[src/lpg_pkg.sv]
// Shared types and constants for the line pixel generator.
`timescale 1ns / 1ps

package lpg_pkg;

  localparam int COORD_BITS_DEF = 8;
  localparam int COLOR_BITS     = 16;
  localparam int QUEUE_DEPTH    = 2;
  localparam int CFG_IDX_BITS   = 2;
  localparam int SCREEN_W_RST   = 128;
  localparam int SCREEN_H_RST   = 160;

  typedef enum logic {
    OP_START = 1'b0,
    OP_STEP  = 1'b1
  } op_e;

  typedef enum logic [CFG_IDX_BITS-1:0] {
    CFG_SCREEN_WIDTH  = 2'd0,
    CFG_SCREEN_HEIGHT = 2'd1
  } cfg_idx_e;

  typedef struct packed {
    logic full;
    logic empty;
  } q_status_t;

  // Width of one queued command: op, two signs, six coordinates/spans, error, color.
  function automatic int entry_bits(input int cb);
    return 7 * cb + 5 + COLOR_BITS;
  endfunction

endpackage

[src/lpg_if.sv]
// Handshake channels: pixel commands in, pixels out, configuration writes.
`timescale 1ns / 1ps

interface lpg_in_if #(
  parameter int COORD_BITS = lpg_pkg::COORD_BITS_DEF
);
  logic                            valid;
  logic                            ready;
  lpg_pkg::op_e                    operation;
  logic [COORD_BITS-1:0]           x_start;
  logic [COORD_BITS-1:0]           y_start;
  logic [COORD_BITS-1:0]           x_end;
  logic [COORD_BITS-1:0]           y_end;
  logic [lpg_pkg::COLOR_BITS-1:0]  color;

  modport source (output valid, operation, x_start, y_start, x_end, y_end, color,
                  input ready);
  modport sink   (input valid, operation, x_start, y_start, x_end, y_end, color,
                  output ready);
endinterface

interface lpg_out_if #(
  parameter int COORD_BITS = lpg_pkg::COORD_BITS_DEF
);
  logic                            valid;
  logic                            ready;
  logic [COORD_BITS-1:0]           pixel_x;
  logic [COORD_BITS-1:0]           pixel_y;
  logic [lpg_pkg::COLOR_BITS-1:0]  pixel_color;
  logic                            on_screen;
  logic                            last_pixel;

  modport source (output valid, pixel_x, pixel_y, pixel_color, on_screen, last_pixel,
                  input ready);
  modport sink   (input valid, pixel_x, pixel_y, pixel_color, on_screen, last_pixel,
                  output ready);
endinterface

interface lpg_cfg_if #(
  parameter int COORD_BITS = lpg_pkg::COORD_BITS_DEF
);
  logic                              valid;
  logic                              ready;
  logic [lpg_pkg::CFG_IDX_BITS-1:0]  index;
  logic [COORD_BITS:0]               data;

  modport source (output valid, index, data, input ready);
  modport sink   (input valid, index, data, output ready);
endinterface

[src/lpg_front.sv]
// Front end: accepts command items and precomputes spans, signs and initial error.
`timescale 1ns / 1ps

module lpg_front #(
  parameter int COORD_BITS = lpg_pkg::COORD_BITS_DEF,
  parameter int ENTRY_W    = lpg_pkg::entry_bits(COORD_BITS)
) (
  lpg_in_if.sink              in_i,
  input  lpg_pkg::q_status_t  q_stat_i,
  output logic                push_o,
  output logic [ENTRY_W-1:0]  entry_o
);

  typedef struct packed {
    lpg_pkg::op_e                    op;
    logic                            step_left;
    logic                            step_up;
    logic [COORD_BITS-1:0]           xs;
    logic [COORD_BITS-1:0]           ys;
    logic [COORD_BITS-1:0]           xe;
    logic [COORD_BITS-1:0]           ye;
    logic [COORD_BITS-1:0]           span_x;
    logic [COORD_BITS-1:0]           span_y;
    logic signed [COORD_BITS+1:0]    err;
    logic [lpg_pkg::COLOR_BITS-1:0]  color;
  } entry_t;

  entry_t ent;

  assign in_i.ready = !q_stat_i.full;
  assign push_o     = in_i.valid && in_i.ready;

  always_comb begin
    ent           = '0;
    ent.op        = in_i.operation;
    ent.xs        = in_i.x_start;
    ent.ys        = in_i.y_start;
    ent.xe        = in_i.x_end;
    ent.ye        = in_i.y_end;
    ent.color     = in_i.color;
    ent.step_left = !(in_i.x_start < in_i.x_end);
    ent.step_up   = !(in_i.y_start < in_i.y_end);
    ent.span_x    = ent.step_left ? (in_i.x_start - in_i.x_end) : (in_i.x_end - in_i.x_start);
    ent.span_y    = ent.step_up ? (in_i.y_start - in_i.y_end) : (in_i.y_end - in_i.y_start);
    ent.err       = $signed({2'b00, ent.span_x}) - $signed({2'b00, ent.span_y});
  end

  assign entry_o = ent;

endmodule

[src/lpg_queue.sv]
// Small register queue between front end and pixel stepper.
`timescale 1ns / 1ps

module lpg_queue #(
  parameter int WIDTH = 8,
  parameter int DEPTH = lpg_pkg::QUEUE_DEPTH
) (
  input  logic                clk_i,
  input  logic                rst_ni,
  input  logic                push_i,
  input  logic [WIDTH-1:0]    data_i,
  input  logic                pop_i,
  output logic [WIDTH-1:0]    data_o,
  output lpg_pkg::q_status_t  status_o
);

  localparam int PtrW = (DEPTH > 1) ? $clog2(DEPTH) : 1;
  localparam int CntW = $clog2(DEPTH + 1);

  logic [WIDTH-1:0] mem_q [DEPTH];
  logic [PtrW-1:0]  wr_ptr_q, wr_ptr_d, rd_ptr_q, rd_ptr_d;
  logic [CntW-1:0]  cnt_q, cnt_d;

  function automatic logic [PtrW-1:0] ptr_inc(input logic [PtrW-1:0] p);
    return (p == PtrW'(DEPTH - 1)) ? '0 : p + PtrW'(1);
  endfunction

  always_comb begin
    wr_ptr_d = push_i ? ptr_inc(wr_ptr_q) : wr_ptr_q;
    rd_ptr_d = pop_i ? ptr_inc(rd_ptr_q) : rd_ptr_q;
    cnt_d    = cnt_q + CntW'(push_i) - CntW'(pop_i);
  end

  always_ff @(posedge clk_i or negedge rst_ni) begin
    if (!rst_ni) begin
      wr_ptr_q <= '0;
      rd_ptr_q <= '0;
      cnt_q    <= '0;
    end else begin
      wr_ptr_q <= wr_ptr_d;
      rd_ptr_q <= rd_ptr_d;
      cnt_q    <= cnt_d;
    end
  end

  always_ff @(posedge clk_i) begin
    if (push_i) begin
      mem_q[wr_ptr_q] <= data_i;
    end
  end

  assign data_o         = mem_q[rd_ptr_q];
  assign status_o.full  = (cnt_q == CntW'(DEPTH));
  assign status_o.empty = (cnt_q == '0);

endmodule

[src/lpg_back.sv]
// Back end: Bresenham stepper, screen size registers and output register.
`timescale 1ns / 1ps

module lpg_back #(
  parameter int COORD_BITS = lpg_pkg::COORD_BITS_DEF,
  parameter int ENTRY_W    = lpg_pkg::entry_bits(COORD_BITS)
) (
  input  logic                clk_i,
  input  logic                rst_ni,
  input  logic [ENTRY_W-1:0]  entry_i,
  input  lpg_pkg::q_status_t  q_stat_i,
  output logic                pop_o,
  lpg_cfg_if.sink             cfg_i,
  lpg_out_if.source           out_o
);

  localparam int CB   = COORD_BITS;
  localparam int ErrW = COORD_BITS + 2;

  typedef struct packed {
    lpg_pkg::op_e                    op;
    logic                            step_left;
    logic                            step_up;
    logic [CB-1:0]                   xs;
    logic [CB-1:0]                   ys;
    logic [CB-1:0]                   xe;
    logic [CB-1:0]                   ye;
    logic [CB-1:0]                   span_x;
    logic [CB-1:0]                   span_y;
    logic signed [ErrW-1:0]          err;
    logic [lpg_pkg::COLOR_BITS-1:0]  color;
  } entry_t;

  entry_t ent;

  // Line state
  logic [CB-1:0]                   cur_x_q, cur_x_d, cur_y_q, cur_y_d;
  logic [CB-1:0]                   tgt_x_q, tgt_x_d, tgt_y_q, tgt_y_d;
  logic [CB-1:0]                   span_x_q, span_x_d, span_y_q, span_y_d;
  logic signed [ErrW-1:0]          err_q, err_d;
  logic                            left_q, left_d, up_q, up_d;
  logic [lpg_pkg::COLOR_BITS-1:0]  color_q, color_d;
  logic                            active_q, active_d;

  logic [CB:0] scr_w_q, scr_h_q;

  // Output register
  logic                            ovalid_q, ovalid_d;
  logic [CB-1:0]                   ox_q, oy_q;
  logic [lpg_pkg::COLOR_BITS-1:0]  ocolor_q;
  logic                            oon_q, olast_q;

  logic                   can_go, emit, last, on_scr, move_x, move_y;
  logic signed [ErrW:0]   e2, ndy, dx, err_sum;

  assign ent         = entry_i;
  assign cfg_i.ready = 1'b1;
  assign can_go      = !ovalid_q || out_o.ready;
  assign pop_o       = !q_stat_i.empty && can_go;

  always_comb begin
    cur_x_d  = cur_x_q;
    cur_y_d  = cur_y_q;
    tgt_x_d  = tgt_x_q;
    tgt_y_d  = tgt_y_q;
    span_x_d = span_x_q;
    span_y_d = span_y_q;
    err_d    = err_q;
    left_d   = left_q;
    up_d     = up_q;
    color_d  = color_q;
    active_d = active_q;
    emit     = 1'b0;

    e2      = {err_q, 1'b0};
    ndy     = -$signed({1'b0, 2'b00, span_y_q});
    dx      = $signed({1'b0, 2'b00, span_x_q});
    move_x  = (e2 >= ndy);
    move_y  = (e2 <= dx);
    err_sum = {err_q[ErrW-1], err_q} + (move_x ? ndy : '0) + (move_y ? dx : '0);

    if (pop_o) begin
      unique case (ent.op)
        lpg_pkg::OP_START: begin
          cur_x_d  = ent.xs;
          cur_y_d  = ent.ys;
          tgt_x_d  = ent.xe;
          tgt_y_d  = ent.ye;
          span_x_d = ent.span_x;
          span_y_d = ent.span_y;
          err_d    = ent.err;
          left_d   = ent.step_left;
          up_d     = ent.step_up;
          color_d  = ent.color;
          emit     = 1'b1;
        end
        lpg_pkg::OP_STEP: begin
          // Drop steps that arrive with no line in progress.
          if (active_q) begin
            err_d = err_sum[ErrW-1:0];
            if (move_x) cur_x_d = left_q ? cur_x_q - CB'(1) : cur_x_q + CB'(1);
            if (move_y) cur_y_d = up_q ? cur_y_q - CB'(1) : cur_y_q + CB'(1);
            emit = 1'b1;
          end
        end
        default: ;
      endcase
    end

    last   = (cur_x_d == tgt_x_d) && (cur_y_d == tgt_y_d);
    on_scr = ({1'b0, cur_x_d} < scr_w_q) && ({1'b0, cur_y_d} < scr_h_q);
    if (emit) active_d = !last;
    ovalid_d = can_go ? emit : ovalid_q;
  end

  always_ff @(posedge clk_i or negedge rst_ni) begin
    if (!rst_ni) begin
      cur_x_q  <= '0;
      cur_y_q  <= '0;
      tgt_x_q  <= '0;
      tgt_y_q  <= '0;
      span_x_q <= '0;
      span_y_q <= '0;
      err_q    <= '0;
      left_q   <= 1'b0;
      up_q     <= 1'b0;
      color_q  <= '0;
      active_q <= 1'b0;
      ovalid_q <= 1'b0;
      scr_w_q  <= (CB+1)'(lpg_pkg::SCREEN_W_RST);
      scr_h_q  <= (CB+1)'(lpg_pkg::SCREEN_H_RST);
    end else begin
      cur_x_q  <= cur_x_d;
      cur_y_q  <= cur_y_d;
      tgt_x_q  <= tgt_x_d;
      tgt_y_q  <= tgt_y_d;
      span_x_q <= span_x_d;
      span_y_q <= span_y_d;
      err_q    <= err_d;
      left_q   <= left_d;
      up_q     <= up_d;
      color_q  <= color_d;
      active_q <= active_d;
      ovalid_q <= ovalid_d;
      if (cfg_i.valid && cfg_i.ready) begin
        unique case (cfg_i.index)
          lpg_pkg::CFG_SCREEN_WIDTH:  scr_w_q <= cfg_i.data;
          lpg_pkg::CFG_SCREEN_HEIGHT: scr_h_q <= cfg_i.data;
          default: ;
        endcase
      end
    end
  end

  always_ff @(posedge clk_i) begin
    if (can_go && emit) begin
      ox_q     <= cur_x_d;
      oy_q     <= cur_y_d;
      ocolor_q <= color_d;
      oon_q    <= on_scr;
      olast_q  <= last;
    end
  end

  assign out_o.valid       = ovalid_q;
  assign out_o.pixel_x     = ox_q;
  assign out_o.pixel_y     = oy_q;
  assign out_o.pixel_color = ocolor_q;
  assign out_o.on_screen   = oon_q;
  assign out_o.last_pixel  = olast_q;

endmodule

[src/line_pixel_generator.sv]
// An accepted command item is written into the queue first, then popped by the stepper into
// the output register; output back-pressure can hold it in the queue between the two.
// Throughput: one item per cycle while the output is not stalled; each Bresenham step is one stepper pass.
// A two-entry queue between front end and stepper absorbs output stalls.
// Reset clears the queue, the output valid and the line state (no line active);
// screen size comes out of reset as 128 columns by 160 rows.
`timescale 1ns / 1ps

module line_pixel_generator #(
  parameter int COORD_BITS = lpg_pkg::COORD_BITS_DEF,
  parameter int Q_DEPTH    = lpg_pkg::QUEUE_DEPTH
) (
  input  logic       clk_i,
  input  logic       rst_ni,
  lpg_in_if.sink     in_i,
  lpg_cfg_if.sink    cfg_i,
  lpg_out_if.source  out_o
);

  localparam int EntryW = lpg_pkg::entry_bits(COORD_BITS);

  lpg_pkg::q_status_t q_stat;
  logic               push, pop;
  logic [EntryW-1:0]  push_data, pop_data;

  lpg_front #(
    .COORD_BITS (COORD_BITS),
    .ENTRY_W    (EntryW)
  ) u_front (
    .in_i     (in_i),
    .q_stat_i (q_stat),
    .push_o   (push),
    .entry_o  (push_data)
  );

  lpg_queue #(
    .WIDTH (EntryW),
    .DEPTH (Q_DEPTH)
  ) u_queue (
    .clk_i    (clk_i),
    .rst_ni   (rst_ni),
    .push_i   (push),
    .data_i   (push_data),
    .pop_i    (pop),
    .data_o   (pop_data),
    .status_o (q_stat)
  );

  lpg_back #(
    .COORD_BITS (COORD_BITS),
    .ENTRY_W    (EntryW)
  ) u_back (
    .clk_i    (clk_i),
    .rst_ni   (rst_ni),
    .entry_i  (pop_data),
    .q_stat_i (q_stat),
    .pop_o    (pop),
    .cfg_i    (cfg_i),
    .out_o    (out_o)
  );

  a_queue_state: assert property (@(posedge clk_i) disable iff (!rst_ni)
    !(q_stat.full && q_stat.empty))
    else $error("queue reports full and empty at once");

  a_push_lands: assert property (@(posedge clk_i) disable iff (!rst_ni)
    push |=> !q_stat.empty)
    else $error("accepted item missing from queue");

  a_no_pop_empty: assert property (@(posedge clk_i) disable iff (!rst_ni)
    pop |-> !q_stat.empty)
    else $error("stepper popped an empty queue");

endmodule
[src/flat_wrapper.sv]
// flat-port wrapper written by rule: the top's interface ports become plain ports
module line_pixel_generator_flat 
#(
  parameter int COORD_BITS = lpg_pkg::COORD_BITS_DEF,
  parameter int Q_DEPTH    = lpg_pkg::QUEUE_DEPTH
)
  (clk_i, rst_ni, in_i_valid, in_i_operation, in_i_x_start, in_i_y_start, in_i_x_end, in_i_y_end, in_i_color, in_i_ready, cfg_i_valid, cfg_i_index, cfg_i_data, cfg_i_ready, out_o_valid, out_o_pixel_x, out_o_pixel_y, out_o_pixel_color, out_o_on_screen, out_o_last_pixel, out_o_ready);
  lpg_in_if #(.COORD_BITS(COORD_BITS)) in_i_i ();
  lpg_cfg_if #(.COORD_BITS(COORD_BITS)) cfg_i_i ();
  lpg_out_if #(.COORD_BITS(COORD_BITS)) out_o_i ();
  input  logic clk_i;
  input  logic rst_ni;
  input wire logic [$bits(in_i_i.valid)-1:0] in_i_valid;
  input wire logic [$bits(in_i_i.operation)-1:0] in_i_operation;
  input wire logic [$bits(in_i_i.x_start)-1:0] in_i_x_start;
  input wire logic [$bits(in_i_i.y_start)-1:0] in_i_y_start;
  input wire logic [$bits(in_i_i.x_end)-1:0] in_i_x_end;
  input wire logic [$bits(in_i_i.y_end)-1:0] in_i_y_end;
  input wire logic [$bits(in_i_i.color)-1:0] in_i_color;
  output wire logic [$bits(in_i_i.ready)-1:0] in_i_ready;
  input wire logic [$bits(cfg_i_i.valid)-1:0] cfg_i_valid;
  input wire logic [$bits(cfg_i_i.index)-1:0] cfg_i_index;
  input wire logic [$bits(cfg_i_i.data)-1:0] cfg_i_data;
  output wire logic [$bits(cfg_i_i.ready)-1:0] cfg_i_ready;
  output wire logic [$bits(out_o_i.valid)-1:0] out_o_valid;
  output wire logic [$bits(out_o_i.pixel_x)-1:0] out_o_pixel_x;
  output wire logic [$bits(out_o_i.pixel_y)-1:0] out_o_pixel_y;
  output wire logic [$bits(out_o_i.pixel_color)-1:0] out_o_pixel_color;
  output wire logic [$bits(out_o_i.on_screen)-1:0] out_o_on_screen;
  output wire logic [$bits(out_o_i.last_pixel)-1:0] out_o_last_pixel;
  input wire logic [$bits(out_o_i.ready)-1:0] out_o_ready;
  assign in_i_i.valid = in_i_valid;
  assign in_i_i.operation = in_i_operation;
  assign in_i_i.x_start = in_i_x_start;
  assign in_i_i.y_start = in_i_y_start;
  assign in_i_i.x_end = in_i_x_end;
  assign in_i_i.y_end = in_i_y_end;
  assign in_i_i.color = in_i_color;
  assign in_i_ready = in_i_i.ready;
  assign cfg_i_i.valid = cfg_i_valid;
  assign cfg_i_i.index = cfg_i_index;
  assign cfg_i_i.data = cfg_i_data;
  assign cfg_i_ready = cfg_i_i.ready;
  assign out_o_valid = out_o_i.valid;
  assign out_o_pixel_x = out_o_i.pixel_x;
  assign out_o_pixel_y = out_o_i.pixel_y;
  assign out_o_pixel_color = out_o_i.pixel_color;
  assign out_o_on_screen = out_o_i.on_screen;
  assign out_o_last_pixel = out_o_i.last_pixel;
  assign out_o_i.ready = out_o_ready;
  line_pixel_generator #(.COORD_BITS(COORD_BITS), .Q_DEPTH(Q_DEPTH)) u_core (.clk_i(clk_i), .rst_ni(rst_ni), .in_i(in_i_i), .cfg_i(cfg_i_i), .out_o(out_o_i));
endmodule
[config.mk]
export PLATFORM = sky130hd
export DESIGN_NAME = line_pixel_generator_flat
export DESIGN_NICKNAME = d
export VERILOG_FILES = /design/src/lpg_pkg.sv /design/src/lpg_if.sv /design/src/lpg_front.sv /design/src/lpg_queue.sv /design/src/lpg_back.sv /design/src/line_pixel_generator.sv /design/src/flat_wrapper.sv
export SDC_FILE = /design/constraint.sdc
export NUM_CORES = 1
export LEC_CHECK = 0
export ABC_AREA = 0
export BUFFER_PORTS_ARGS = -buffer_cell sky130_fd_sc_hd__buf_2
export CORE_MARGIN = 3
export CORE_UTILIZATION = 40
export CTS_CLUSTER_SIZE = 8
export DETAILED_ROUTE_END_ITERATION = 10
export PLACE_DENSITY = 0.53
export SLEW_MARGIN = 20
export SYNTH_ARGS = -nofsm -noshare
export SYNTH_HDL_FRONTEND = slang
export SYNTH_SLANG_ARGS = --single-unit
[constraint.sdc]
create_clock -name clk_i -period 10.8 [get_ports clk_i]
set_input_delay 1.08 -clock clk_i [delete_from_list [all_inputs] [get_ports clk_i]]
set_output_delay 1.08 -clock clk_i [all_outputs]
set_load 0.05 [all_outputs]
* Word-level counts from Yosys, hierarchy flattened
Memory sizes are Yosys's and may differ from the RTL's.
Index checks and enable logic that the tools add are counted.
** Word-level totals
- Register bits after elaboration :: 134
- Bits in writable memories :: 154
- Output and inout bits :: 37
- Logic and storage cells :: 98
- Memories kept :: 1
** Operators by class
- Add/subtract/negate cells :: 16
- Magnitude comparators :: 6
- Eq/ne operators :: 5
- Muxes and demuxes :: 29
- Bitwise operators :: 1
- Reduce and logical (&&, ||, !) cells :: 18
** Memory list
- u_core.u_queue.mem_q :: depth 2, bits a word 77, read ports 1, clocked after memory_dff 0, wr ports 1, line lpg_queue.sv:20 : logic [WIDTH-1:0] mem_q [DEPTH];
** Operators with widths (number)
- $mux W8 :: 15
- $mux W16 :: 2
- $pmux W8 S2 :: 2
- $sub A8 B8 Y8 :: 4
- $mux W10 :: 2
- $pmux W10 S2 :: 1
- $lt A8 B9 Y1 :: 2
- $add A8 B1 Y8 const B :: 2
- $eq A8 B8 Y1 :: 2
- $lt A8 B8 Y1 :: 2
- $sub A8 B1 Y8 const B :: 2
- $ge A11 B11 Y1 :: 1
- $le A11 B9 Y1 :: 1
- $neg A8 Y11 :: 1
- $add A10 B10 Y10 :: 1
- $add A10 B8 Y10 :: 1
- $sub A8 B8 Y9 :: 1
- $reduce_and A2 Y1 :: 4
- $logic_not A1 Y1 :: 6
- $mux W1 :: 6
- $logic_and A1 B1 Y1 :: 5
- $logic_not A2 Y1 :: 2
- $add A1 B1 Y1 const B :: 2
- $add A2 B1 Y2 :: 1
- 7 further kinds :: 7

* Depth between registers and ports, before layout
- Depth in word-level cells :: 9
- Mapped depth :: 26
- Gate-level depth less buffers :: 26

* Cells and area by module
A second synthesis with hierarchy kept.
** Unflattened totals
- Cell total of the unflattened synthesis :: 1407
- Area total of the unflattened synthesis :: 16111.7 um^2
** Modules (own cells, without submodules)
- lpg_back :: times used 1, cells an instance 864, area an instance 8127.8 um^2, seq. area each 3427.0 um^2
- lpg_queue :: times used 1, cells an instance 255, area an instance 5833.1 um^2, seq. area each 4724.5 um^2
- lpg_front :: times used 1, cells an instance 288, area an instance 2150.8 um^2, seq. area each 0.0 um^2

* Least setup slack after synthesis
No wires, ideal clock.
- Path kind :: flip-flop to flip-flop
- From :: register u_core.u_back.span_y_q[0]
- To :: register u_core.u_back.err_q[9]
- Arrival :: 4.846 ns
- Required time :: 10.705 ns
- Path slack :: 5.859 ns
- Stages on the path, launching flop included :: 27
- Clock period less this slack :: 4.941 ns
- Path through :: dfrtp_1 inv_1 ha_1 nand2_1 or3_1 xnor2_1 ha_1 nand4_1 nor3_1 or3_1 o21ai_1 a21boi_0 nand2_1 fa_1 inv_1 ha_1 inv_1 fa_1 nor2b_1 o21ai_0 a21boi_0 o21ai_0 nand2b_1 a21o_1 a21oi_1 xnor2_1 o31ai_1
** On the way
- Word-level cells in the longest chain between the ends :: 7
** RTL lines
- start: declaration :: line lpg_back.sv:39 : logic [CB-1:0] span_x_q, span_x_d, span_y_q, span_y_d;
- start signal: assignment :: line lpg_back.sv:138 : span_y_q <= span_y_d;
- $neg A8 Y11 (*) :: line lpg_back.sv:76 : ndy = -$signed({1'b0, 2'b00, span_y_q});
- $ge A11 B11 Y1 :: line lpg_back.sv:78 : move_x = (e2 >= ndy);
- $mux W10 (*) :: line lpg_back.sv:80 : err_sum = {err_q[ErrW-1], err_q} + (move_x ? ndy : '0) + (move_y ? dx : '0);
- $add A10 B10 Y10 (*) :: line lpg_back.sv:80
- $add A10 B8 Y10 (*) :: line lpg_back.sv:80
- $mux W10 (*) :: line lpg_back.sv:99 : if (active_q) begin
- $pmux W10 S2 (*) :: line lpg_back.sv:83 : unique case (ent.op)
- end signal: assignment :: line lpg_back.sv:139 : err_q <= err_d;
- end: declaration :: line lpg_back.sv:40 : logic signed [ErrW-1:0] err_q, err_d;
Mark *: on every way between the ends. The rest lies on a longest branch, timed or not. The select of a mux whose other input is x is not followed.
A chain may end at the register's enable or synchronous reset.

* Worst setup path in the final report
Ends and elaborated chain as after synthesis.

==> results.json <==
{
  "ys_types": 92,
  "synth-edff-count": 186,
  "first_global_vias": 10561,
  "core_area_um2": 37900,
  "met1_usage": 0.296,
  "grt_first_pass_wirelength_um": 62300,
  "num_rows": 71,
  "netlist_top_cells_area": "edfxtp_1 36%, dfrtp_1 16%, ha_1 7.5%",
  "grt_antenna_before_repair": 0,
  "finalSetupViolations": 0,
  "crit_path_max_fanout": 7,
  "grt_max_degree": 94,
  "die-area_um2": 41100,
  "fin_crit_sh": 0.520,
  "period_needed_ns": 5.62,
  "critPathArrivalTime_ns": 6.07,
  "grt_busiest_layer": "met1",
  "cts_tree": "built",
  "cts_resized": 0,
  "syn_area_per_cell_um2": 11.5,
  "skew_ns": 0.0266,
  "grt_setup_unrepaired": "false",
  "vias_per_cell": 5.32,
  "clkSinkCount": 286,
  "hold_violations": 0,
  "critPathTopFamily": "simple AND/OR/NAND/NOR gates",
  "relSlewSlack": 0.341,
  "hpwlAfterDp_um": 29000,
  "cts_made_buffers": 42,
  "yosys_most_used_dff": "edfxtp_1",
  "fin_util": 0.470,
  "io_pins": 102,
  "end_kind": "flop",
  "yosys.area.top_type": "edfxtp_1",
  "cts.reportedPaths.clkPinSlew_ns": 0.05,
  "tightest_slew_ns": 0.963,
  "outcome": "completed",
  "ir_worst_vdd_uv": 144,
  "diodes": 0,
  "drcViolationCount": 0,
  "path_class": "reg2reg",
  "grt_util_all_layers": 0.195,
  "synth.top_cell.area_share": 0.361,
  "fill_cells": 3559,
  "syn_nets": 1522,
  "seq_area_um2": 8100,
  "fmax_ghz": 0.178,
  "final_net_count": 1634,
  "wl_um": 39800,
  "ctsHoldBuffers": 0,
  "cp-start-kind": "flop",
  "yosysWarnings": 0,
  "start_util": 0.408,
  "drt_first_pass_iters": 5,
  "grtUsageMet3": 0.0374,
  "post_cts_buffers": 0,
  "synth_area_um2": 15500,
  "slowest_stage": "a21boi_0",
  "gp_congestion": 0.893,
  "drive_above_1_share": 0.152,
  "die_x_um": 203,
  "ys_ff_latch": 286,
  "vias": 10651,
  "die-height_um": 203,
  "multi_input_area_um2": 6720,
  "ant_nets": 0,
  "hold_slack_ns": 0.487,
  "io_buffers": 100,
  "clock_latency_ns": 0.56,
  "yosysSeqAreaShare": 0.522,
  "dr.first_iter.drc_count": 747,
  "cts_root_buf": "clkbuf_16",
  "leakagePower_nw": 7.55,
  "clock_path_buffers": 3,
  "finalMaxSlewViolations": 0,
  "synthToLayoutAreaGrowth_pct": 15.0,
  "grt-ovfl-total": 0,
  "required_ns": 11.26,
  "cp_num_buf_inv": 3,
  "cap_viol_max_count": 0,
  "power_density_nw_per_um2": 369,
  "hold_class": "reg2reg",
  "cts_htree_levels": 2,
  "slowest_delay_ns": 0.46,
  "detail_route.wl_per_cell_um": 19.9,
  "synthCells": 1348,
  "synthArstFlopShare": 0.350,
  "use_met2": 0.289,
  "setup_tns_ns": 0
}
where the power goes:
| part | internal, mW | switching (mW) |
|---|---|---|
| Clock | 0.771 | 0.472 |
| Sequential | 1.67 | 0.277 |
| Combinational | 1.25 | 2.14 |
| Total | 3.69 | 2.88 |
kinds of logic after synthesis:
| family | after synthesis | synth area share |
|---|---|---|
| buffers and inverters | 178 | 0.0468 |
| DFF | 286 | 0.522 |
| and+or+nand+nor | 274 | 0.0870 |
| xor gates and xnor gates | 62 | 0.0351 |
| AOI/OAI and AO/OA | 336 | 0.145 |
| muxes | 102 | 0.0681 |
| adders and majority gates | 109 | 0.0958 |
| other | 1 | 0.000242 |
sequential cells by signal, summed over array words and instances (netlist names), 2 cells and up:
name / count
u_core.u_back.tgt_y_q: 8
u_core.u_back.out_o.pixel_color: 16
u_core.u_back.out_o.pixel_x: 8
u_core.u_queue.cnt_q: 2
u_core.u_back.span_x_q: 8
u_core.u_back.err_q: 10
u_core.u_queue.mem_q: 152
u_core.u_back.span_y_q: 8
u_core.u_back.color_q: 16
u_core.u_back.scr_w_q: 9
u_core.u_back.cur_x_q: 8
u_core.u_back.tgt_x_q: 8
u_core.u_back.out_o.pixel_y: 8
u_core.u_back.cur_y_q: 8
u_core.u_back.scr_h_q: 9
layer usage:
metal | wire, um | share of wire
met3 | 2280 | 0.057
met2 | 17200 | 0.43
met5 | 0 | 0
met1 | 19700 | 0.49
met4 | 717 | 0.018
through the flow:
step           instances  cell area [um2]  total power, mW  setup slack, ns
2_1_floorplan       1348            15500             4.40             5.86
3_3_place_gp        1927            16500             5.29             5.32
3_5_place_dp        1927            16500             5.33             5.15
4_1_cts             2003            17800             6.61             5.16
5_1_grt             2003            17800             7.08             4.39
6_report            2003            17800             6.57             5.18
worst min-delay path, stage by stage (launching register included):
cell	delay, ns
dfrtp_1	0.32
nand2_1	0.04
o21ai_0	0.08
cells in the final DEF (no fill, tap or decap), drive strengths merged, types with 5 or more instances in the layout:
cell | synthesis | layout
inv | 131 | 131
dfrtp | 97 | 97
a21o | 28 | 28
o21bai | 6 | 6
a22oi | 5 | 5
o22ai | 11 | 11
o21ai | 107 | 107
a21boi | 5 | 5
fa | 16 | 16
a21oi | 74 | 74
o211ai | 9 | 9
nor2b | 22 | 22
clkinv | 2 | 5
mux2i | 75 | 75
o2111ai | 6 | 6
ha | 93 | 93
nand2 | 102 | 102
a211oi | 11 | 11
nand4 | 9 | 9
a2111oi | 8 | 8
nand3 | 16 | 16
a31oi | 12 | 12
buf | 18 | 113
clkbuf | 27 | 72
nand2b | 22 | 22
o31ai | 5 | 5
nor2 | 49 | 49
xor2 | 30 | 30
mux2 | 27 | 27
nor3 | 21 | 21
xnor2 | 32 | 32
and2 | 5 | 5
edfxtp | 186 | 186
a221o | 7 | 7
cell type report:
type / instances / area share
timing repair buffer: 113 / 0.0337
sequential: 286 / 0.454
multi-input combinational: 884 / 0.377
clock inverter: 4 / 0.00379
tap: 511 / 0.0359
clock buffer: 72 / 0.0671
inverter: 133 / 0.0280
worst paths after layout:
kind	startpoint	end	slack, ns	cells past startpoint
max	u_core.u_back.span_y_q[0]	u_core.u_back.err_q[9]	5.18	26
min	u_core.u_back.color_q[2]	u_core.u_back.color_q[2]	0.49	2
max reg2reg	u_core.u_back.span_y_q[0]	u_core.u_back.err_q[9]	5.18	26
min reg2reg	u_core.u_back.color_q[2]	u_core.u_back.color_q[2]	0.49	2
max in group asynchronous	rst_ni	u_core.u_back.color_q[1]	9.02	2
min in group asynchronous	rst_ni	u_core.u_back.scr_w_q[1]	0.51	1
cells in the mapped netlist, types with 4 or more instances:
library cell,number
nor2_1,48
nor3_1,19
or3_1,4
a2111oi_0,4
o21ai_0,102
a21oi_1,73
and3_1,4
clkbuf_1,25
nand4_1,9
edfxtp_1,186
buf_1,5
buf_2,9
and2_1,5
nand3b_1,4
a21boi_0,5
o2111ai_1,6
xor2_1,30
a31oi_1,12
nand2_1,101
nor2b_1,22
a2bb2oi_1,4
inv_1,130
a211oi_1,11
o22ai_1,11
xnor2_1,32
a221o_2,6
dfrtp_1,97
ha_1,93
o211ai_1,9
mux2i_1,75
fa_1,16
nand3_1,16
o31ai_1,5
a22oi_1,5
mux2_2,27
nand2b_1,22
o21bai_1,6
a21o_1,26
Power figures use the tool's default switching activity.
